File: src/design/value_to_radix_digits_macros.svh
// ----------------------------------------------------------------------------
// value_to_radix_digits_macros.svh
// Assertion macros shared by the radix digit converter.
// ----------------------------------------------------------------------------
`ifndef VALUE_TO_RADIX_DIGITS_MACROS_SVH
`define VALUE_TO_RADIX_DIGITS_MACROS_SVH

// Property must hold at every clock edge out of reset.
`define VRD_ASSERT(lbl, prop, msg) \
  lbl: assert property (@(posedge clk_i) disable iff (!rst_ni) (prop)) \
    else $error(msg);

// Consequent must hold in the cycle after the antecedent.
`define VRD_ASSERT_NEXT(lbl, ante, cons, msg) \
  lbl: assert property (@(posedge clk_i) disable iff (!rst_ni) (ante) |=> (cons)) \
    else $error(msg);

`endif

File: src/design/vrd_pkg.sv
// ----------------------------------------------------------------------------
// vrd_pkg
// Types, constants and helpers for the radix digit converter.
// ----------------------------------------------------------------------------
package vrd_pkg;

  localparam int unsigned BASE_WIDTH  = 6;
  localparam int unsigned DIGIT_WIDTH = 6;
  localparam int unsigned CHAR_WIDTH  = 7;
  localparam int unsigned STEP_WIDTH  = 3;

  localparam logic [BASE_WIDTH-1:0]  MIN_BASE   = 6'd2;
  localparam logic [BASE_WIDTH-1:0]  MAX_BASE   = 6'd36;
  localparam logic [DIGIT_WIDTH-1:0] DEC_DIGITS = 6'd10;
  localparam logic [CHAR_WIDTH-1:0]  CHAR_ZERO  = 7'd48;
  localparam logic [CHAR_WIDTH-1:0]  CHAR_A     = 7'd65;

  // Quotient bits resolved per digit (digit < 64)
  localparam logic [STEP_WIDTH-1:0] STEP_FIRST = 3'(DIGIT_WIDTH - 1);
  localparam logic [STEP_WIDTH-1:0] STEP_LAST  = 3'd0;

  typedef enum logic [2:0] {
    ST_IDLE,
    ST_SEARCH,
    ST_FETCH,
    ST_DIV,
    ST_EMIT
  } state_e;

  typedef struct packed {
    logic load;      // start a run with a valid base
    logic load_bad;  // start a single error result
    logic search;    // one power search step
    logic fetch;     // clear digit, arm divide
    logic div;       // one restoring divide step
    logic pop;       // move to next lower power
  } cmd_t;

  typedef struct packed {
    logic base_bad;     // incoming base is out of range
    logic search_stop;  // next power would exceed value
    logic div_last;     // final divide step
    logic cnt_zero;     // current power is the unit
  } stat_t;

  function automatic logic [CHAR_WIDTH-1:0] char_of(input logic [DIGIT_WIDTH-1:0] d);
    logic [CHAR_WIDTH-1:0] c;
    if (d < DEC_DIGITS) begin
      c = CHAR_ZERO + CHAR_WIDTH'(d);
    end else begin
      c = CHAR_A + CHAR_WIDTH'(d - DEC_DIGITS);
    end
    return c;
  endfunction

endpackage

File: src/design/vrd_if.sv
// ----------------------------------------------------------------------------
// vrd_if
// Valid/ready channels of the radix digit converter.
// ----------------------------------------------------------------------------
interface vrd_in_if #(
  parameter int unsigned VALUE_WIDTH = 31
);
  logic                             valid;
  logic                             ready;
  logic [VALUE_WIDTH-1:0]           value;
  logic [vrd_pkg::BASE_WIDTH-1:0]   base;

  modport source (output valid, output value, output base, input ready);
  modport sink   (input valid, input value, input base, output ready);
endinterface

interface vrd_out_if;
  logic                             valid;
  logic                             ready;
  logic [vrd_pkg::DIGIT_WIDTH-1:0]  digit;
  logic [vrd_pkg::CHAR_WIDTH-1:0]   digit_char;
  logic                             last_digit;
  logic                             bad_base;

  modport source (output valid, output digit, output digit_char, output last_digit,
                  output bad_base, input ready);
  modport sink   (input valid, input digit, input digit_char, input last_digit,
                  input bad_base, output ready);
endinterface

File: src/design/vrd_datapath.sv
// ----------------------------------------------------------------------------
// vrd_datapath
// Power search, power table and per-digit restoring divider.
// ----------------------------------------------------------------------------
`include "value_to_radix_digits_macros.svh"

module vrd_datapath #(
  parameter int unsigned VALUE_WIDTH = 31
) (
  input  logic                              clk_i,
  input  logic                              rst_ni,
  input  vrd_pkg::cmd_t                     cmd_i,
  output vrd_pkg::stat_t                    stat_o,
  input  logic [VALUE_WIDTH-1:0]            value_i,
  input  logic [vrd_pkg::BASE_WIDTH-1:0]    base_i,
  output logic [vrd_pkg::DIGIT_WIDTH-1:0]   digit_o,
  output logic [vrd_pkg::CHAR_WIDTH-1:0]    digit_char_o,
  output logic                              last_digit_o,
  output logic                              bad_base_o
);

  localparam int unsigned CNT_W  = $clog2(VALUE_WIDTH);
  localparam int unsigned PROD_W = VALUE_WIDTH + vrd_pkg::BASE_WIDTH;
  localparam int unsigned SH_W   = VALUE_WIDTH + vrd_pkg::DIGIT_WIDTH - 1;

  logic [VALUE_WIDTH-1:0]          rem_q, rem_d;
  logic [VALUE_WIDTH-1:0]          wt_q, wt_d;
  logic [vrd_pkg::BASE_WIDTH-1:0]  base_q, base_d;
  logic [CNT_W-1:0]                cnt_q, cnt_d;
  logic [vrd_pkg::STEP_WIDTH-1:0]  step_q, step_d;
  logic [vrd_pkg::DIGIT_WIDTH-1:0] dig_q, dig_d;
  logic                            bad_q, bad_d;

  // powers of the base, index = exponent
  logic [VALUE_WIDTH-1:0] pow_mem [VALUE_WIDTH];
  logic [VALUE_WIDTH-1:0] pow_rd_q;

  logic [PROD_W-1:0] prod;
  logic [SH_W-1:0]   shifted;
  logic              ge;

  assign prod    = {{vrd_pkg::BASE_WIDTH{1'b0}}, wt_q} * {{VALUE_WIDTH{1'b0}}, base_q};
  assign shifted = {{(vrd_pkg::DIGIT_WIDTH-1){1'b0}}, pow_rd_q} << step_q;
  assign ge      = {{(vrd_pkg::DIGIT_WIDTH-1){1'b0}}, rem_q} >= shifted;

  assign stat_o.base_bad    = (base_i < vrd_pkg::MIN_BASE) || (base_i > vrd_pkg::MAX_BASE);
  assign stat_o.search_stop = prod > {{vrd_pkg::BASE_WIDTH{1'b0}}, rem_q};
  assign stat_o.div_last    = step_q == vrd_pkg::STEP_LAST;
  assign stat_o.cnt_zero    = cnt_q == '0;

  always_comb begin
    rem_d  = rem_q;
    wt_d   = wt_q;
    base_d = base_q;
    cnt_d  = cnt_q;
    step_d = step_q;
    dig_d  = dig_q;
    bad_d  = bad_q;
    if (cmd_i.load) begin
      rem_d  = value_i;
      base_d = base_i;
      wt_d   = VALUE_WIDTH'(1);
      cnt_d  = '0;
      bad_d  = 1'b0;
    end
    if (cmd_i.load_bad) begin
      cnt_d = '0;
      dig_d = '0;
      bad_d = 1'b1;
    end
    if (cmd_i.search && !stat_o.search_stop) begin
      wt_d  = prod[VALUE_WIDTH-1:0];
      cnt_d = cnt_q + CNT_W'(1);
    end
    if (cmd_i.fetch) begin
      dig_d  = '0;
      step_d = vrd_pkg::STEP_FIRST;
    end
    if (cmd_i.div) begin
      if (ge) begin
        rem_d = rem_q - shifted[VALUE_WIDTH-1:0];
      end
      dig_d  = {dig_q[vrd_pkg::DIGIT_WIDTH-2:0], ge};
      step_d = step_q - vrd_pkg::STEP_WIDTH'(1);
    end
    if (cmd_i.pop) begin
      cnt_d = cnt_q - CNT_W'(1);
    end
  end

  always_ff @(posedge clk_i or negedge rst_ni) begin
    if (!rst_ni) begin
      cnt_q  <= '0;
      step_q <= '0;
      bad_q  <= 1'b0;
    end else begin
      cnt_q  <= cnt_d;
      step_q <= step_d;
      bad_q  <= bad_d;
    end
  end

  always_ff @(posedge clk_i) begin
    rem_q  <= rem_d;
    wt_q   <= wt_d;
    base_q <= base_d;
    dig_q  <= dig_d;
  end

  always_ff @(posedge clk_i) begin
    if (cmd_i.search) begin
      pow_mem[cnt_q] <= wt_q;
    end
    pow_rd_q <= pow_mem[cnt_q];
  end

  assign digit_o      = dig_q;
  assign digit_char_o = vrd_pkg::char_of(dig_q);
  assign last_digit_o = stat_o.cnt_zero;
  assign bad_base_o   = bad_q;

  // power read lands on the first divide step, then must hold
  `VRD_ASSERT(a_div_pow_stable, (cmd_i.div && step_q != vrd_pkg::STEP_FIRST) |-> $stable(pow_rd_q), "power changed mid-divide")
  `VRD_ASSERT(a_pop_digit_range, cmd_i.pop |-> (!bad_q && dig_q < base_q), "digit out of range")
  `VRD_ASSERT(a_search_bounded, cmd_i.search |-> (wt_q <= rem_q || wt_q == VALUE_WIDTH'(1)), "power overran value")

endmodule

File: src/design/vrd_ctrl.sv
// ----------------------------------------------------------------------------
// vrd_ctrl
// Sequencer: search, fetch power, divide, emit digit.
// ----------------------------------------------------------------------------
`include "value_to_radix_digits_macros.svh"

module vrd_ctrl (
  input  logic           clk_i,
  input  logic           rst_ni,
  input  logic           in_valid_i,
  output logic           in_ready_o,
  output logic           out_valid_o,
  input  logic           out_ready_i,
  input  vrd_pkg::stat_t stat_i,
  output vrd_pkg::cmd_t  cmd_o
);

  vrd_pkg::state_e state_q, state_d;

  always_ff @(posedge clk_i or negedge rst_ni) begin
    if (!rst_ni) begin
      state_q <= vrd_pkg::ST_IDLE;
    end else begin
      state_q <= state_d;
    end
  end

  always_comb begin
    state_d     = state_q;
    cmd_o       = '0;
    in_ready_o  = 1'b0;
    out_valid_o = 1'b0;
    case (state_q)
      vrd_pkg::ST_IDLE: begin
        in_ready_o = 1'b1;
        if (in_valid_i) begin
          if (stat_i.base_bad) begin
            cmd_o.load_bad = 1'b1;
            state_d        = vrd_pkg::ST_EMIT;
          end else begin
            cmd_o.load = 1'b1;
            state_d    = vrd_pkg::ST_SEARCH;
          end
        end
      end
      vrd_pkg::ST_SEARCH: begin
        cmd_o.search = 1'b1;
        if (stat_i.search_stop) begin
          state_d = vrd_pkg::ST_FETCH;
        end
      end
      vrd_pkg::ST_FETCH: begin
        cmd_o.fetch = 1'b1;
        state_d     = vrd_pkg::ST_DIV;
      end
      vrd_pkg::ST_DIV: begin
        cmd_o.div = 1'b1;
        if (stat_i.div_last) begin
          state_d = vrd_pkg::ST_EMIT;
        end
      end
      vrd_pkg::ST_EMIT: begin
        out_valid_o = 1'b1;
        if (out_ready_i) begin
          if (stat_i.cnt_zero) begin
            state_d = vrd_pkg::ST_IDLE;
          end else begin
            cmd_o.pop = 1'b1;
            state_d   = vrd_pkg::ST_FETCH;
          end
        end
      end
      default: begin
        state_d = vrd_pkg::ST_IDLE;
      end
    endcase
  end

  `VRD_ASSERT(a_one_side, !(in_ready_o && out_valid_o), "accepting while a digit is pending")
  `VRD_ASSERT_NEXT(a_last_frees, out_valid_o && out_ready_i && stat_i.cnt_zero, in_ready_o, "not idle after last digit")
  `VRD_ASSERT(a_cmd_onehot, $onehot0(cmd_o), "more than one datapath command")

endmodule

File: src/design/value_to_radix_digits.sv
// ----------------------------------------------------------------------------
// value_to_radix_digits
// Integer to base-N digit converter, most significant digit first.
// ----------------------------------------------------------------------------
// Each input item carries an unsigned value and a base. For a base from 2 to
// 36 the block emits one output item per digit, most significant first, the
// final one flagged by last_digit; digit_char spells the digit as '0'..'9'
// then 'A'..'Z'. A zero value gives the single digit 0. A base below 2 or
// above 36 gives one item with bad_base set, digit 0 and last_digit set.
// One item is converted at a time; in_i.ready is high only while idle.
// For a value of n digits the run first steps through the n powers of the
// base (one multiply-compare per power), writing each to the power table;
// then per digit it reads the power back from the power table, runs the
// restoring divide (six quotient bits, one per step) and emits one output
// item, held until the sink is ready. A rejected base goes straight to its
// single output item. No clearing pass after reset.
// ----------------------------------------------------------------------------
module value_to_radix_digits #(
  parameter int unsigned VALUE_WIDTH = 31
) (
  input  logic     clk_i,
  input  logic     rst_ni,
  vrd_in_if.sink   in_i,
  vrd_out_if.source out_o
);

  vrd_pkg::cmd_t  cmd;
  vrd_pkg::stat_t stat;

  // sequencer: owns both handshakes
  vrd_ctrl u_ctrl (
    .clk_i       (clk_i),
    .rst_ni      (rst_ni),
    .in_valid_i  (in_i.valid),
    .in_ready_o  (in_i.ready),
    .out_valid_o (out_o.valid),
    .out_ready_i (out_o.ready),
    .stat_i      (stat),
    .cmd_o       (cmd)
  );

  // datapath: power table, divider and the output item registers
  vrd_datapath #(
    .VALUE_WIDTH (VALUE_WIDTH)
  ) u_datapath (
    .clk_i        (clk_i),
    .rst_ni       (rst_ni),
    .cmd_i        (cmd),
    .stat_o       (stat),
    .value_i      (in_i.value),
    .base_i       (in_i.base),
    .digit_o      (out_o.digit),
    .digit_char_o (out_o.digit_char),
    .last_digit_o (out_o.last_digit),
    .bad_base_o   (out_o.bad_base)
  );

endmodule
File: src/flat_wrapper.sv
// flat-port wrapper written by rule: the top's interface ports become plain ports
module value_to_radix_digits_flat 
#(
  parameter int unsigned VALUE_WIDTH = 31
)
  (clk_i, rst_ni, in_i_valid, in_i_value, in_i_base, in_i_ready, out_o_valid, out_o_digit, out_o_digit_char, out_o_last_digit, out_o_bad_base, out_o_ready);
  vrd_in_if #(.VALUE_WIDTH(VALUE_WIDTH)) in_i_i ();
  vrd_out_if out_o_i ();
  input  logic clk_i;
  input  logic rst_ni;
  input wire logic [$bits(in_i_i.valid)-1:0] in_i_valid;
  input wire logic [$bits(in_i_i.value)-1:0] in_i_value;
  input wire logic [$bits(in_i_i.base)-1:0] in_i_base;
  output wire logic [$bits(in_i_i.ready)-1:0] in_i_ready;
  output wire logic [$bits(out_o_i.valid)-1:0] out_o_valid;
  output wire logic [$bits(out_o_i.digit)-1:0] out_o_digit;
  output wire logic [$bits(out_o_i.digit_char)-1:0] out_o_digit_char;
  output wire logic [$bits(out_o_i.last_digit)-1:0] out_o_last_digit;
  output wire logic [$bits(out_o_i.bad_base)-1:0] out_o_bad_base;
  input wire logic [$bits(out_o_i.ready)-1:0] out_o_ready;
  assign in_i_i.valid = in_i_valid;
  assign in_i_i.value = in_i_value;
  assign in_i_i.base = in_i_base;
  assign in_i_ready = in_i_i.ready;
  assign out_o_valid = out_o_i.valid;
  assign out_o_digit = out_o_i.digit;
  assign out_o_digit_char = out_o_i.digit_char;
  assign out_o_last_digit = out_o_i.last_digit;
  assign out_o_bad_base = out_o_i.bad_base;
  assign out_o_i.ready = out_o_ready;
  value_to_radix_digits #(.VALUE_WIDTH(VALUE_WIDTH)) u_core (.clk_i(clk_i), .rst_ni(rst_ni), .in_i(in_i_i), .out_o(out_o_i));
endmodule
File: config.mk
export PLATFORM = sky130hd
export DESIGN_NAME = value_to_radix_digits_flat
export DESIGN_NICKNAME = d
export VERILOG_FILES = /design/src/design/vrd_pkg.sv /design/src/design/vrd_if.sv /design/src/design/vrd_datapath.sv /design/src/design/vrd_ctrl.sv /design/src/design/value_to_radix_digits.sv /design/src/flat_wrapper.sv
export VERILOG_INCLUDE_DIRS = /design/src /design/src/design
export SDC_FILE = /design/constraint.sdc
export NUM_CORES = 2
export LEC_CHECK = 0
export BUFFER_PORTS_ARGS = -buffer_cell sky130_fd_sc_hd__buf_4
export CELL_PAD_IN_SITES_DETAIL_PLACEMENT = 1
export CELL_PAD_IN_SITES_GLOBAL_PLACEMENT = 2
export CORE_MARGIN = 1.5
export CORE_UTILIZATION = 35
export DETAILED_ROUTE_END_ITERATION = 8
export GPL_ROUTABILITY_DRIVEN = 1
export PLACE_DENSITY_LB_ADDON = 0.3
export SYNTH_ARGS = -nofsm -noshare
export SYNTH_HDL_FRONTEND = slang
export SYNTH_SLANG_ARGS = --single-unit
File: constraint.sdc
create_clock -name clk_i -period 22.2 [get_ports clk_i]
set_clock_uncertainty 0.15 [all_clocks]
set_input_delay 2.22 -clock clk_i [delete_from_list [all_inputs] [get_ports clk_i]]
set_output_delay 2.22 -clock clk_i [all_outputs]
set_load 0.02 [all_outputs]
==> out/qor.csv <==
stage,metric,value,unit
pwr,PwrDens,147.7,nW/um^2
grt,total grt overflow,0,
setup_path,cell mode on critical path,a21oi_1,
clock_tree,Num CTS Buffers,112,
sta,Max Clk Rate,113.7,MHz
pwr,combinational power share,45.5,%
logic_synthesis,Synth top area share,60.32,%
detailed_routing,Vias,28517,
sta,Final setup viols,0,
grt,GRT Total Usage,20.66,%
setup_path,reg2reg setup slack,13400,ps
detailed_routing,top routing layer in use,met4,
logic_synthesis,Yosys warnings,0,
pwr,peak supply drop,0.08086,mV
pwr,leak pwr,19.25,nW
final_layout,Layout Cells excl Fill,5202,
detailed_routing,WL met1,65270,um
final_layout,layout cells sized above 1,17.89,%
clock_tree,clk buf depth,3,
detailed_routing,met3 routed WL,9362,um
floorplanning,standard-cell row count,138,
detailed_routing,drt first pass iters,5,
sta,final worst path period need,8799,ps
logic_synthesis,synthesized instance count,3120,
setup_path,FF-to-FF End,u_core.u_datapath.wt_q[15],
sta,Least-Margin Pin Slew,1351,ps
pwr,design internal power,0.004998,W
clock_tree,worst skew pair latency,740,ps
detailed_routing,ANT nets after route,0,
detailed_routing,vias per cell,5.482,
floorplanning,DIE AREA,145100,um^2
grt,global-route wire length before repair,216600,um
placed_design,DP HPWL,89110,um
setup_path,CP Capture Type,flop,
setup_path,max incr delay on CP,1230,ps
min_path,Hold Path Class,reg -> reg,
clock_tree,Post-CTS Setup Bufs,0,
detailed_routing,routed len/inst,28.78,um
setup_path,Arrival @ worst endpoint,8960,ps
detailed_routing,WL met2,69880,um
logic_synthesis,Post-Syn Nets,3396,
setup_path,CP Class,reg -> reg,
pwr,switching pwr,0.003361,W
placed_design,DP Cell Count,4993,
final_layout,layout net count,3493,
sta,count of pins over their slew limit,0,
min_path,WHS Endpoint,u_core.u_datapath.bad_base_o,
setup_path,"Largest delay share family, worst path",compound AO/OA/AOI/OAI gates,
clock_tree,CTS tree,done,
clock_tree,clock sinks,1078,
logic_synthesis,most frequent cell after synthesis,edfxtp_1,
flow_run,Max-Cap Viols,0,
clock_tree,"Clk pin slew, worst setup/hold paths",60,ps
detailed_routing,routed wire length,149700,um
logic_synthesis,"flops & latches, synth",1078,
grt,vias in the first global route,30237,
sta,Final Hold Viols,0,
sta,slew margin rel.,9.901,%
sta,setup TNS,0,ps
sta,"Period Utilization, post-route",39.63,%
detailed_routing,DRC,0,
placed_design,Port Buffers,57,
logic_synthesis,cell area after synthesis,49980,um^2
setup_path,"Max FO, Critical Path",42,
pwr,clock network power share,22.0,%
setup_path,Crit Reg-Reg Startpoint,u_core.u_datapath.wt_q[12],
floorplanning,Die Y,380.9,um
min_path,hold path depth,2,
min_path,hold wc startpoint,u_core.u_datapath.bad_base_o,
logic_synthesis,register area share after synthesis,63.40,%
setup_path,Startpoint Class,flop,
logic_synthesis,Yosys top cell by area,edfxtp_1,
final_layout,area grow syn2layout,13.27,%
floorplanning,initial core utilization,35.30,%
clock_tree,clock root buffer,clkbuf_16,
detailed_routing,DRT iter0 DRCs,2929,
clock_tree,Resize count post-CTS,0,
grt,initial antenna violation count,5,
logic_synthesis,syn avg cell area,16.02,um^2
logic_synthesis,Post-synth EDFFs,1004,
setup_path,WP data required,22360,ps
setup_path,worst reg2reg path depth,27,
floorplanning,Die Width,380.9,um
setup_path,"Slowest-stage cell, CP",edfxtp_1,
sta,RSZ-0062 raised after global routing,no,
logic_synthesis,ys async rst share,1.113,%
grt,largest net degree at the start of global routing,92,
floorplanning,Core Box Area,141600,um^2
pwr,Sw Share,40.21,%
logic_synthesis,Post-synth top flop,edfxtp_1,
sta,hold slack,401.6,ps
status,status,"finished, final reports clean",
logic_synthesis,commonest cells in the netlist,"1,004 x edfxtp_1, 236 x mux4_2, 213 x inv_1, 156 x and2_1, 150 x nor2_1",
setup_path,"Buf+Inv Stages, Crit Path",4,
floorplanning,io pins,58,
clock_tree,H-tree Lvls,3,
logic_synthesis,"top cells by area, synth","edfxtp_1 60%, mux4_2 11%, fa_1 4.7%",
clock_tree,# hold bufs at CTS,0,
pwr,Sequential Power Share,32.5,%
placed_design,post-place setup slack,13500,ps
logic_synthesis,Yosys cell types,78,
placed_design,RePlAce Congestion,0.8460,
sta,Worst Slack Setup Final,13400,ps
## layout by cell type, fill, tap and decap left out, drive strengths merged, types with 19 or more instances in the layout
cell type  instances
fa               118
dfxtp             62
mux4             236
nand2            128
edfxtp          1004
buf              123
inv              215
ha               117
a21o              26
xor2              27
nand4             29
o21ai             74
nor2             150
nand3             22
clkbuf           163
a22oi             93
and3              19
a21oi            120
nor3              21
xnor2             29
mux2i            145
and2             157
clkinv            34
## through the flow
step                utilization [%]  total power (W)  cell area (um^2)
global placement              37.45         0.006470             53020
detailed placement            37.45         0.006554             53020
finish                        39.99         0.008359             56610
floorplan                         -         0.005292             49980
CTS                           39.98         0.008417             56610
global route                  39.98         0.008873             56610
## cell families after synthesis
group / after synthesis / synth area share, %
fa+ha+maj: 235 / 7.655
flops: 1078 / 63.40
xor+xnor: 56 / 0.9813
buf+inv: 354 / 2.721
simple gates: 591 / 5.993
mux: 385 / 13.63
compound gates: 421 / 5.617
## flip-flops by register name, indices dropped and copies added (netlist names)
name / cells
u_core.u_datapath.digit_o: 6
u_core.u_datapath.pow_mem: 961
u_core.u_datapath.pow_rd_q: 31
u_core.u_datapath.cnt_q: 5
u_core.u_datapath.wt_q: 31
u_core.u_ctrl.state_q: 3
u_core.u_datapath.rem_q: 31
u_core.u_datapath.step_q: 3
u_core.u_datapath.bad_base_o: 1
u_core.u_datapath.base_q: 6
## tightest hold or removal path, delay by kind of cell, from the launching register on
family | cells | cell delay [ps]
DFF | 1 | 400
AOI/OAI and AO/OA | 1 | 50
buffers and inverters | 1 | 60
## power by group through the flow
stage	Sequential [W]	Combinational (W)	Clock, W
6_report	0.00272	0.00380	0.00184
5_1_grt	0.00274	0.00419	0.00194
4_1_cts	0.00272	0.00382	0.00188
3_5_place_dp	0.00276	0.00380	0
3_3_place_gp	0.00274	0.00373	0
2_1_floorplan	0.00259	0.00270	0
## metal layers
layer / up-vias / track usage [%]
met5: - / 0
met3: 205 / 3.837
met2: 869 / 32.66
met1: 15271 / 28.64
li1: 12172 / -
met4: 0 / 6.979
## final cells by class
class	count	area, um^2
Inverter	214	803.3
Timing Repair Buffer	123	935.9
Fill cell	14152	84970
Clock inverter	44	400.4
Clock buffer	163	3187
Antenna cell	2	5.005
Tap cell	1890	2365
Multi-Input combinational cell	1688	17220
Sequential cell	1078	31700
## worst max path at each step
stage	cells after the start	end	from	slack (ps)
6_report	27	u_core.u_datapath.wt_q[15]	u_core.u_datapath.wt_q[12]	13400
5_1_grt	27	u_core.u_datapath.wt_q[15]	u_core.u_datapath.wt_q[12]	12720
4_1_cts	27	u_core.u_datapath.wt_q[15]	u_core.u_datapath.wt_q[12]	13430
3_5_place_dp	27	u_core.u_datapath.wt_q[19]	u_core.u_datapath.wt_q[12]	13500
3_3_place_gp	27	u_core.u_datapath.wt_q[15]	u_core.u_datapath.wt_q[12]	13820
2_1_floorplan	28	u_core.u_datapath.wt_q[0]	u_core.u_datapath.wt_q[12]	14340
Note: power is estimated with default switching activity, not from simulation.
